==> src/hw/rtl/antialiased_disc_ring_shader_top_macros.svh <==
// ----------------------------------------------------------------------------
// Assertion macros for the antialiased disc / ring shader
// Clocked on clk, disabled while rst_n is low.
// ----------------------------------------------------------------------------
`ifndef ANTIALIASED_DISC_RING_SHADER_TOP_MACROS_SVH
`define ANTIALIASED_DISC_RING_SHADER_TOP_MACROS_SVH

// condition holds at every clock edge
`define ADRS_ASSERT_ALWAYS(lbl, cond, msg) \
  lbl: assert property (@(posedge clk) disable iff (!rst_n) (cond)) else $error(msg);

// antecedent implies consequent in the same cycle
`define ADRS_ASSERT_IMPL(lbl, ante, cons, msg) \
  lbl: assert property (@(posedge clk) disable iff (!rst_n) (ante) |-> (cons)) else $error(msg);

`endif

==> src/hw/rtl/adrs_pkg.sv <==
// ----------------------------------------------------------------------------
// adrs_pkg
// Shared constants for the antialiased disc / ring shader.
// ----------------------------------------------------------------------------
package adrs_pkg;

  // default geometry
  localparam int COORD_BITS_DEF = 12;
  localparam int FRAC_BITS_DEF  = 8;

  // configuration port
  localparam int APB_DATA_W = 32;
  localparam int CFG_ADDR_W = 5;
  localparam int REG_IDX_W  = 3;

  localparam logic [REG_IDX_W-1:0] REG_CENTER_X  = 3'd0;
  localparam logic [REG_IDX_W-1:0] REG_CENTER_Y  = 3'd1;
  localparam logic [REG_IDX_W-1:0] REG_RADIUS    = 3'd2;
  localparam logic [REG_IDX_W-1:0] REG_THICKNESS = 3'd3;
  localparam logic [REG_IDX_W-1:0] REG_SHAPE     = 3'd4;

  // shape modes
  localparam logic MODE_DISC = 1'b0;
  localparam logic MODE_RING = 1'b1;

  // color bytes
  localparam logic [7:0] BYTE_FULL  = 8'hFF;
  localparam logic [7:0] BYTE_EMPTY = 8'h00;

endpackage

==> src/hw/rtl/antialiased_disc_ring_shader_top.sv <==
// Throughput: one item per cycle; 3 distance stages, one square root stage per root bit,
// and 2 shading stages, all advancing together whenever the output register can move.
// Reset (rst_n low at a clock edge): pipeline emptied, registers back to center 0,
// radius 1.0, thickness 1.0, disc mode.
// ----------------------------------------------------------------------------
// antialiased_disc_ring_shader_top
// Shades one pixel per item as an antialiased disc or ring, RGBA8 out.
// ----------------------------------------------------------------------------
`include "antialiased_disc_ring_shader_top_macros.svh"

module antialiased_disc_ring_shader_top import adrs_pkg::*; #(
  parameter int COORD_BITS = COORD_BITS_DEF,
  parameter int FRAC_BITS  = FRAC_BITS_DEF,
  localparam int LEN       = COORD_BITS + FRAC_BITS,
  localparam int IN_DW     = ((2 * COORD_BITS + 7) / 8) * 8
) (
  input  logic                  clk,
  input  logic                  rst_n,
  // input stream
  input  logic                  in_tvalid,
  output logic                  in_tready,
  input  logic [IN_DW-1:0]      in_tdata,   // pixel_x, pixel_y
  // result stream
  output logic                  out_tvalid,
  input  logic                  out_tready,
  output logic [31:0]           out_tdata,  // red, green, blue, alpha
  // configuration
  input  logic                  cfg_psel,
  input  logic                  cfg_penable,
  input  logic                  cfg_pwrite,
  input  logic [CFG_ADDR_W-1:0] cfg_paddr,
  input  logic [APB_DATA_W-1:0] cfg_pwdata,
  output logic [APB_DATA_W-1:0] cfg_prdata,
  output logic                  cfg_pready
);

  localparam int SQ_W = 2 * LEN + 1;
  localparam int RW   = (SQ_W + 1) / 2;
  localparam logic [LEN-1:0] ONE_L = LEN'(1) << FRAC_BITS;

  logic [LEN-1:0]       center_x_r, center_y_r, radius_r, thickness_r;
  logic                 shape_mode_r;
  logic                 cfg_wr;
  logic [REG_IDX_W-1:0] cfg_idx;
  logic                 adv;
  logic                 dist_vld, sqrt_vld;
  logic [SQ_W-1:0]      sum_sq;
  logic [RW-1:0]        d_root;
  logic [7:0]           rgb, alpha;

  // register file
  assign cfg_pready = 1'b1;
  assign cfg_wr     = cfg_psel && cfg_penable && cfg_pwrite;
  assign cfg_idx    = cfg_paddr[CFG_ADDR_W-1:2];

  always_ff @(posedge clk) begin
    if (!rst_n) begin
      center_x_r   <= '0;
      center_y_r   <= '0;
      radius_r     <= ONE_L;
      thickness_r  <= ONE_L;
      shape_mode_r <= MODE_DISC;
    end else if (cfg_wr) begin
      unique case (cfg_idx)
        REG_CENTER_X:  center_x_r   <= cfg_pwdata[LEN-1:0];
        REG_CENTER_Y:  center_y_r   <= cfg_pwdata[LEN-1:0];
        REG_RADIUS:    radius_r     <= cfg_pwdata[LEN-1:0];
        REG_THICKNESS: thickness_r  <= cfg_pwdata[LEN-1:0];
        REG_SHAPE:     shape_mode_r <= cfg_pwdata[0];
        default: ;
      endcase
    end
  end

  // register readback
  always_comb begin
    unique case (cfg_idx)
      REG_CENTER_X:  cfg_prdata = APB_DATA_W'(center_x_r);
      REG_CENTER_Y:  cfg_prdata = APB_DATA_W'(center_y_r);
      REG_RADIUS:    cfg_prdata = APB_DATA_W'(radius_r);
      REG_THICKNESS: cfg_prdata = APB_DATA_W'(thickness_r);
      REG_SHAPE:     cfg_prdata = APB_DATA_W'(shape_mode_r);
      default:       cfg_prdata = '0;
    endcase
  end

  // whole pipeline moves when the output register is empty or being taken
  assign adv       = !out_tvalid || out_tready;
  assign in_tready = adv;

  adrs_dist #(
    .COORD_BITS (COORD_BITS),
    .FRAC_BITS  (FRAC_BITS)
  ) u_dist (
    .clk       (clk),
    .rst_n     (rst_n),
    .adv       (adv),
    .in_valid  (in_tvalid),
    .pixel_x   (in_tdata[COORD_BITS-1:0]),
    .pixel_y   (in_tdata[2*COORD_BITS-1:COORD_BITS]),
    .center_x  (center_x_r),
    .center_y  (center_y_r),
    .out_valid (dist_vld),
    .sum_sq    (sum_sq)
  );

  adrs_sqrt #(
    .IN_W (SQ_W)
  ) u_sqrt (
    .clk       (clk),
    .rst_n     (rst_n),
    .adv       (adv),
    .in_valid  (dist_vld),
    .radicand  (sum_sq),
    .out_valid (sqrt_vld),
    .root      (d_root)
  );

  adrs_shade #(
    .COORD_BITS (COORD_BITS),
    .FRAC_BITS  (FRAC_BITS)
  ) u_shade (
    .clk        (clk),
    .rst_n      (rst_n),
    .adv        (adv),
    .in_valid   (sqrt_vld),
    .d_root     (d_root),
    .radius     (radius_r),
    .thickness  (thickness_r),
    .shape_mode (shape_mode_r),
    .out_valid  (out_tvalid),
    .rgb        (rgb),
    .alpha      (alpha)
  );

  assign out_tdata = {alpha, rgb, rgb, rgb};

  // checks
  `ADRS_ASSERT_IMPL(a_rgb_binary, out_tvalid, (rgb == BYTE_FULL) || (rgb == BYTE_EMPTY),
                    "rgb byte neither full nor empty")
  `ADRS_ASSERT_IMPL(a_clear_is_transparent, out_tvalid && (rgb == BYTE_EMPTY),
                    alpha == BYTE_EMPTY, "uncovered pixel with nonzero alpha")
  `ADRS_ASSERT_IMPL(a_no_accept_on_stall, in_tvalid && in_tready, !out_tvalid || out_tready,
                    "item accepted while result stalled")
  `ADRS_ASSERT_ALWAYS(a_pready_high, cfg_pready, "config port not ready")

endmodule

==> src/hw/rtl/adrs_dist.sv <==
// ----------------------------------------------------------------------------
// adrs_dist
// Squared distance from pixel to center: abs diff, square, sum (3 stages).
// ----------------------------------------------------------------------------
module adrs_dist import adrs_pkg::*; #(
  parameter int COORD_BITS = COORD_BITS_DEF,
  parameter int FRAC_BITS  = FRAC_BITS_DEF,
  localparam int LEN       = COORD_BITS + FRAC_BITS
) (
  input  logic              clk,
  input  logic              rst_n,
  input  logic              adv,
  input  logic              in_valid,
  input  logic [COORD_BITS-1:0] pixel_x,
  input  logic [COORD_BITS-1:0] pixel_y,
  input  logic [LEN-1:0]    center_x,
  input  logic [LEN-1:0]    center_y,
  output logic              out_valid,
  output logic [2*LEN:0]    sum_sq
);

  logic [LEN-1:0]   px, py, ax_nxt, ay_nxt;
  logic [LEN-1:0]   ax_r, ay_r;
  logic [2*LEN-1:0] sqx_r, sqy_r;
  logic [2*LEN:0]   sum_r;
  logic             v1_r, v2_r, v3_r;

  // pixel position in fixed point, absolute offsets
  assign px = {pixel_x, {FRAC_BITS{1'b0}}};
  assign py = {pixel_y, {FRAC_BITS{1'b0}}};
  assign ax_nxt = (px >= center_x) ? (px - center_x) : (center_x - px);
  assign ay_nxt = (py >= center_y) ? (py - center_y) : (center_y - py);

  // valid bits
  always_ff @(posedge clk) begin
    if (!rst_n) begin
      v1_r <= 1'b0;
      v2_r <= 1'b0;
      v3_r <= 1'b0;
    end else if (adv) begin
      v1_r <= in_valid;
      v2_r <= v1_r;
      v3_r <= v2_r;
    end
  end

  // payload stages
  always_ff @(posedge clk) begin
    if (adv) begin
      ax_r  <= ax_nxt;
      ay_r  <= ay_nxt;
      sqx_r <= ax_r * ax_r;
      sqy_r <= ay_r * ay_r;
      sum_r <= {1'b0, sqx_r} + {1'b0, sqy_r};
    end
  end

  assign out_valid = v3_r;
  assign sum_sq    = sum_r;

endmodule

==> src/hw/rtl/adrs_sqrt.sv <==
// ----------------------------------------------------------------------------
// adrs_sqrt
// Pipelined restoring integer square root, one root bit per stage.
// ----------------------------------------------------------------------------
module adrs_sqrt import adrs_pkg::*; #(
  parameter int IN_W = 2 * (COORD_BITS_DEF + FRAC_BITS_DEF) + 1,
  localparam int RW  = (IN_W + 1) / 2,
  localparam int PAD = 2 * RW
) (
  input  logic          clk,
  input  logic          rst_n,
  input  logic          adv,
  input  logic          in_valid,
  input  logic [IN_W-1:0] radicand,
  output logic          out_valid,
  output logic [RW-1:0] root
);

  wire [PAD-1:0] rad_w  [0:RW-1];
  wire [RW:0]    rem_w  [0:RW-1];
  wire [RW-1:0]  root_w [0:RW];
  wire           vld_w  [0:RW];

  assign rad_w[0]  = PAD'(radicand);
  assign rem_w[0]  = '0;
  assign root_w[0] = '0;
  assign vld_w[0]  = in_valid;

  for (genvar k = 0; k < RW; k++) begin : g_stage
    logic [RW+2:0] rem_sh, trial, rem_diff;
    logic          ge;
    logic [RW-1:0] root_r;
    logic          vld_r;

    // bring down the next two radicand bits and try a one
    assign rem_sh   = {rem_w[k], rad_w[k][PAD-1 -: 2]};
    assign trial    = {1'b0, root_w[k], 2'b01};
    assign ge       = (rem_sh >= trial);
    assign rem_diff = ge ? (rem_sh - trial) : rem_sh;

    always_ff @(posedge clk) begin
      if (!rst_n) begin
        vld_r <= 1'b0;
      end else if (adv) begin
        vld_r <= vld_w[k];
      end
    end

    always_ff @(posedge clk) begin
      if (adv) begin
        root_r <= {root_w[k][RW-2:0], ge};
      end
    end

    assign root_w[k+1] = root_r;
    assign vld_w[k+1]  = vld_r;

    // remainder and radicand only feed later stages
    if (k < RW - 1) begin : g_carry
      logic [RW:0]    rem_r;
      logic [PAD-1:0] rad_r;

      always_ff @(posedge clk) begin
        if (adv) begin
          rem_r <= rem_diff[RW:0];
          rad_r <= {rad_w[k][PAD-3:0], 2'b00};
        end
      end

      assign rem_w[k+1] = rem_r;
      assign rad_w[k+1] = rad_r;
    end
  end

  assign root      = root_w[RW];
  assign out_valid = vld_w[RW];

endmodule

==> src/hw/rtl/adrs_shade.sv <==
// ----------------------------------------------------------------------------
// adrs_shade
// Body and edge tests against the radii, then alpha scaling (2 stages).
// ----------------------------------------------------------------------------
module adrs_shade import adrs_pkg::*; #(
  parameter int COORD_BITS = COORD_BITS_DEF,
  parameter int FRAC_BITS  = FRAC_BITS_DEF,
  localparam int LEN       = COORD_BITS + FRAC_BITS,
  localparam int RW        = LEN + 1,
  localparam int SW        = LEN + 3
) (
  input  logic           clk,
  input  logic           rst_n,
  input  logic           adv,
  input  logic           in_valid,
  input  logic [RW-1:0]  d_root,
  input  logic [LEN-1:0] radius,
  input  logic [LEN-1:0] thickness,
  input  logic           shape_mode,
  output logic           out_valid,
  output logic [7:0]     rgb,
  output logic [7:0]     alpha
);

  localparam logic [LEN-1:0]   ONE_L = LEN'(1) << FRAC_BITS;
  localparam logic [LEN-1:0]   TWO_L = LEN'(2) << FRAC_BITS;
  localparam logic [FRAC_BITS:0] ONE_F = (FRAC_BITS+1)'(1) << FRAC_BITS;

  logic [LEN-1:0]        ra;
  logic signed [SW-1:0]  d_s, ra_s, lr_s, e_out, e_in;
  logic                  ring, body, out_edge, in_edge;
  logic                  white_nxt, frac_nxt;
  logic [FRAC_BITS:0]    v_nxt;
  logic                  va_r, white_a_r, frac_a_r;
  logic [FRAC_BITS:0]    v_a_r;
  logic [FRAC_BITS+8:0]  prod;
  logic [7:0]            alpha_nxt;
  logic                  vb_r;
  logic [7:0]            rgb_r, alpha_r;

  // adjusted radii
  assign ring = (shape_mode == MODE_RING);
  assign ra   = (radius >= TWO_L) ? (radius - ONE_L) : ONE_L;
  assign d_s  = signed'({2'b00, d_root});
  assign ra_s = signed'({3'b000, ra});
  assign lr_s = ra_s - signed'({3'b000, thickness});

  // body and edge excesses
  assign e_out    = d_s - ra_s;
  assign e_in     = d_s - lr_s;
  assign body     = ring ? ((d_s < ra_s) && (d_s > lr_s)) : (d_s < ra_s);
  assign out_edge = (e_out[SW-1:FRAC_BITS] == '0);
  assign in_edge  = ring && (e_in[SW-1:FRAC_BITS] == '0);

  // first rule wins: inner edge, then outer edge, then body
  always_comb begin
    white_nxt = body;
    frac_nxt  = 1'b0;
    v_nxt     = '0;
    if (in_edge) begin
      white_nxt = 1'b1;
      frac_nxt  = 1'b1;
      v_nxt     = {1'b0, e_in[FRAC_BITS-1:0]};
    end else if (out_edge) begin
      white_nxt = 1'b1;
      frac_nxt  = 1'b1;
      v_nxt     = ONE_F - {1'b0, e_out[FRAC_BITS-1:0]};
    end
  end

  // coverage times 255, scaled down by the fraction width
  assign prod      = {v_a_r, 8'h00} - {8'h00, v_a_r};
  assign alpha_nxt = frac_a_r ? prod[FRAC_BITS +: 8] :
                     (white_a_r ? BYTE_FULL : BYTE_EMPTY);

  // valid bits
  always_ff @(posedge clk) begin
    if (!rst_n) begin
      va_r <= 1'b0;
      vb_r <= 1'b0;
    end else if (adv) begin
      va_r <= in_valid;
      vb_r <= va_r;
    end
  end

  // payload stages
  always_ff @(posedge clk) begin
    if (adv) begin
      white_a_r <= white_nxt;
      frac_a_r  <= frac_nxt;
      v_a_r     <= v_nxt;
      rgb_r     <= white_a_r ? BYTE_FULL : BYTE_EMPTY;
      alpha_r   <= alpha_nxt;
    end
  end

  assign out_valid = vb_r;
  assign rgb       = rgb_r;
  assign alpha     = alpha_r;

endmodule

==> config.mk <==
export PLATFORM = sky130hd
export DESIGN_NAME = antialiased_disc_ring_shader_top
export DESIGN_NICKNAME = d
export VERILOG_FILES = /design/src/hw/rtl/adrs_pkg.sv /design/src/hw/rtl/antialiased_disc_ring_shader_top.sv /design/src/hw/rtl/adrs_dist.sv /design/src/hw/rtl/adrs_sqrt.sv /design/src/hw/rtl/adrs_shade.sv
export VERILOG_INCLUDE_DIRS = /design/src /design/src/hw/rtl
export SDC_FILE = /design/constraint.sdc
export NUM_CORES = 2
export LEC_CHECK = 0
export BUFFER_PORTS_ARGS = -buffer_cell sky130_fd_sc_hd__buf_4
export CAP_MARGIN = 20
export CORE_MARGIN = 4
export CORE_UTILIZATION = 50
export CTS_CLUSTER_SIZE = 40
export DETAILED_ROUTE_END_ITERATION = 6
export GPL_ROUTABILITY_DRIVEN = 0
export PLACE_DENSITY = 0.68
export SYNTH_ARGS = -nofsm -noshare
export SYNTH_HDL_FRONTEND = slang
export SYNTH_HIERARCHICAL = 1
export SYNTH_SLANG_ARGS = --single-unit
==> constraint.sdc <==
create_clock -name clk -period 55.4 [get_ports clk]
set_input_delay 11.08 -clock clk [delete_from_list [all_inputs] [get_ports clk]]
set_output_delay 11.08 -clock clk [all_outputs]
set_load 0.01 [all_outputs]
==> metrics.cfg <==
[pwr]
p_leak_nw = 45.1
ir_drop_mv = 0.108
p_per_area_nw_per_um2 = 58.2
power_mw = 5.75

[setup_path]
critPathMaxStageDelay_ns = 0.63
cp_common_cell = buf_4
end_kind = primary output
crit_path_max_fanout = 26
arrival_ns = 12.43
cp_data_required_time_ns = 44.32
path_cells = buf_4, mux4_2, nor2b_1, buf_4
start_kind = primary input
ff2ff_path_depth = 24
worst_path_max_delay_cell = mux4_2
path_class = in -> out

[timing]
finalCritPeriodShare_pct = 42.4
grt_setup_unrepaired = false
finalClockSkew_ns = 0.0454
hold_violations = 0
period_minus_slack_ns = 23.51
worstMarginPinSlew_ns = 1.27
slew_viol_final = 0
timing.fmax_ghz = 0.0425
fin_tns_setup_ns = 0
maxSlewHeadroom_pct = 15.2
setup_viol = 0

[route]
via_per_inst = 5.52
routed_wl_um = 196000
first_pass_iters = 7
drc_errors = 0
drtAntennaViolNets = 0
num_vias = 59400
drt-initial-drc-count = 4480
wire_per_inst_um = 18.2

[hold_path]
hold_depth = 0
hold_path_class = reg -> reg

[synthesis]
syn_area_um2 = 91000
syn_inst = 8227
yosys_warnings = 6
ys_ff_latch = 1345
async_reset_ff_share_pct = 0
synth_edf_count = 1238
ys_seq_area_share_pct = 43.2
synth_ff_type = edfxtp_1
post_synth_num_cell_types = 108
avgSynthCellArea_um2 = 11.1

[global_routing]
antenna_found_initial = 4
grt.busiest_layer = met2
grt_pass1_vias = 59900
grtUsageMet3_pct = 2.79
met2_usage_pct = 35.6
grt_usage_pct = 20.6
grt.overflow.total = 0
grt_max_degree = 201
grtUsageMet1_pct = 25.8
grt_pass1_wl_um = 315000

[place]
port_buffers = 107
hpwl_um = 150000
dp.cells = 10500

[clock_network]
htreeDepth = 4
cts_setup_buffers = 0
cts_buffers = 140
worst_skew_pair.late_latency_ns = 0.78
cts_hold_repair.buffers = 0
cts_sinks = 1345
cts_resized = 0
ctsLongestPathBuffers = 3
clk_pin_slew_ns = 0.06
cts-root-buf = clkbuf_16
cts_tree = built

[finish]
fin_nets = 9618
syn_to_final_growth_pct = 8.35
final_cell_mix = edfxtp_1, inv_1, ha_1
utilization_pct = 54.5
drive_gt1_share_pct = 6.40
final_cells = 10800
layout_commonest_cell = edfxtp_1
fill_cells = 15300

[die]
die_w_um = 435
start_util_pct = 50.3
dieArea_um2 = 189000
rows = 156
die_h_um = 435
core_area_um2 = 181000
pin_count = 135

[flow_run]
drv_cap = 0

[outcome]
status = completed

[registers in the layout, indices dropped and copies added (netlist names), 21 cells and up]
name                          count
u_dist/sqy_r                     39
u_dist/sum_sq                    41
u_sqrt/g_stage.root_r           210
u_sqrt/g_stage.g_carry.rad_r    420
u_sqrt/g_stage.g_carry.rem_r    408
u_sqrt/root                      21
u_dist/sqx_r                     39
[cell families (layout without fill, tap and decap cells)]
family | Yosys count | count (layout) | synth area share [%]
buffers and inverters | 1470 | 1623 | 6.36
XOR/XNOR | 542 | 542 | 5.21
AO/OA/AOI/OAI | 1399 | 1399 | 9.86
flip-flops | 1345 | 1345 | 43.2
other | 3 | 16 | 0.0124
adder cells (fa/ha/maj) | 1271 | 1271 | 22.1
multiplexers | 194 | 194 | 2.49
AND/OR/NAND/NOR | 2003 | 2003 | 10.8
[power breakdown]
| part | internal, mW | switching [mW] | total [mW] | leakage (nW) |
|---|---|---|---|---|
| sequential | 1.59 | 0.204 | 1.79 | 13.9 |
| clock | 0.505 | 0.401 | 0.906 | 2.18 |
| combinational | 1.27 | 1.78 | 3.05 | 29.0 |
[critical path: cells and delay by family]
family,cells,cell delay [ns]
muxes,1,0.63
and+or+nand+nor,1,0.17
buffers and inverters,2,0.53
[final timing paths]
check	end	start	slack, ns
max	cfg_prdata[5]	cfg_paddr[3]	31.89
min	u_sqrt/g_stage[4].g_carry.rad_r[35]	u_sqrt/g_stage[3].g_carry.rad_r[33]	0.40
max reg2reg	u_shade/v_a_r[7]	radius_r[12]	46.80
min reg2reg	u_sqrt/g_stage[4].g_carry.rad_r[35]	u_sqrt/g_stage[3].g_carry.rad_r[33]	0.40
[synthesized netlist by cell type (all sizes together), types with 78 or more instances]
| cell | number | area share [%] |
|---|---|---|
| mux2i | 127 | 1.4 |
| dfxtp | 107 | 2.4 |
| edfxtp | 1238 | 41 |
| nand2 | 678 | 2.8 |
| inv | 1210 | 5.0 |
| fa | 563 | 12 |
| and2 | 183 | 1.3 |
| nor2 | 379 | 1.6 |
| ha | 708 | 9.7 |
| o21ai | 327 | 1.8 |
| nand3 | 117 | 0.64 |
| o21a | 78 | 0.64 |
| xor2 | 235 | 2.3 |
| clkbuf | 186 | 0.77 |
| xnor2 | 307 | 3.0 |
| a21oi | 409 | 2.3 |
| nor3 | 128 | 0.70 |
| a21o | 168 | 1.4 |
| nand2b | 78 | 0.54 |
| nor2b | 118 | 0.81 |
[per-layer routing]
layer	vias up	wire [µm]
met5	-	0
li1	28400	-
met1	29100	80300
met4	0	9670
met2	1520	97000
met3	391	9430
[stage by stage]
stage,hold slack (ns),worst slack [ns],cell area [µm²]
2_1_floorplan,0.400,3.57,91100
3_3_place_gp,0.401,31.90,94100
3_5_place_dp,0.405,31.89,94100
4_1_cts,0.397,31.88,98600
5_1_grt,0.399,31.84,98700
6_report,0.397,31.89,98700
[final cells by class]
| type | count | area (µm²) | share of cell area [%] |
|---|---|---|---|
| timing repair buffer | 158 | 1270 | 1.29 |
| inverter | 1211 | 4550 | 4.61 |
| sequential | 1345 | 39300 | 39.9 |
| multi-input combinational | 5423 | 46100 | 46.7 |
| antenna | 2 | 5.00 | 0.00507 |
| clock buffer | 167 | 3710 | 3.76 |
| clock inverter | 87 | 790 | 0.800 |
| tap | 2370 | 2970 | 3.01 |
(Power assumes the default switching activity.)
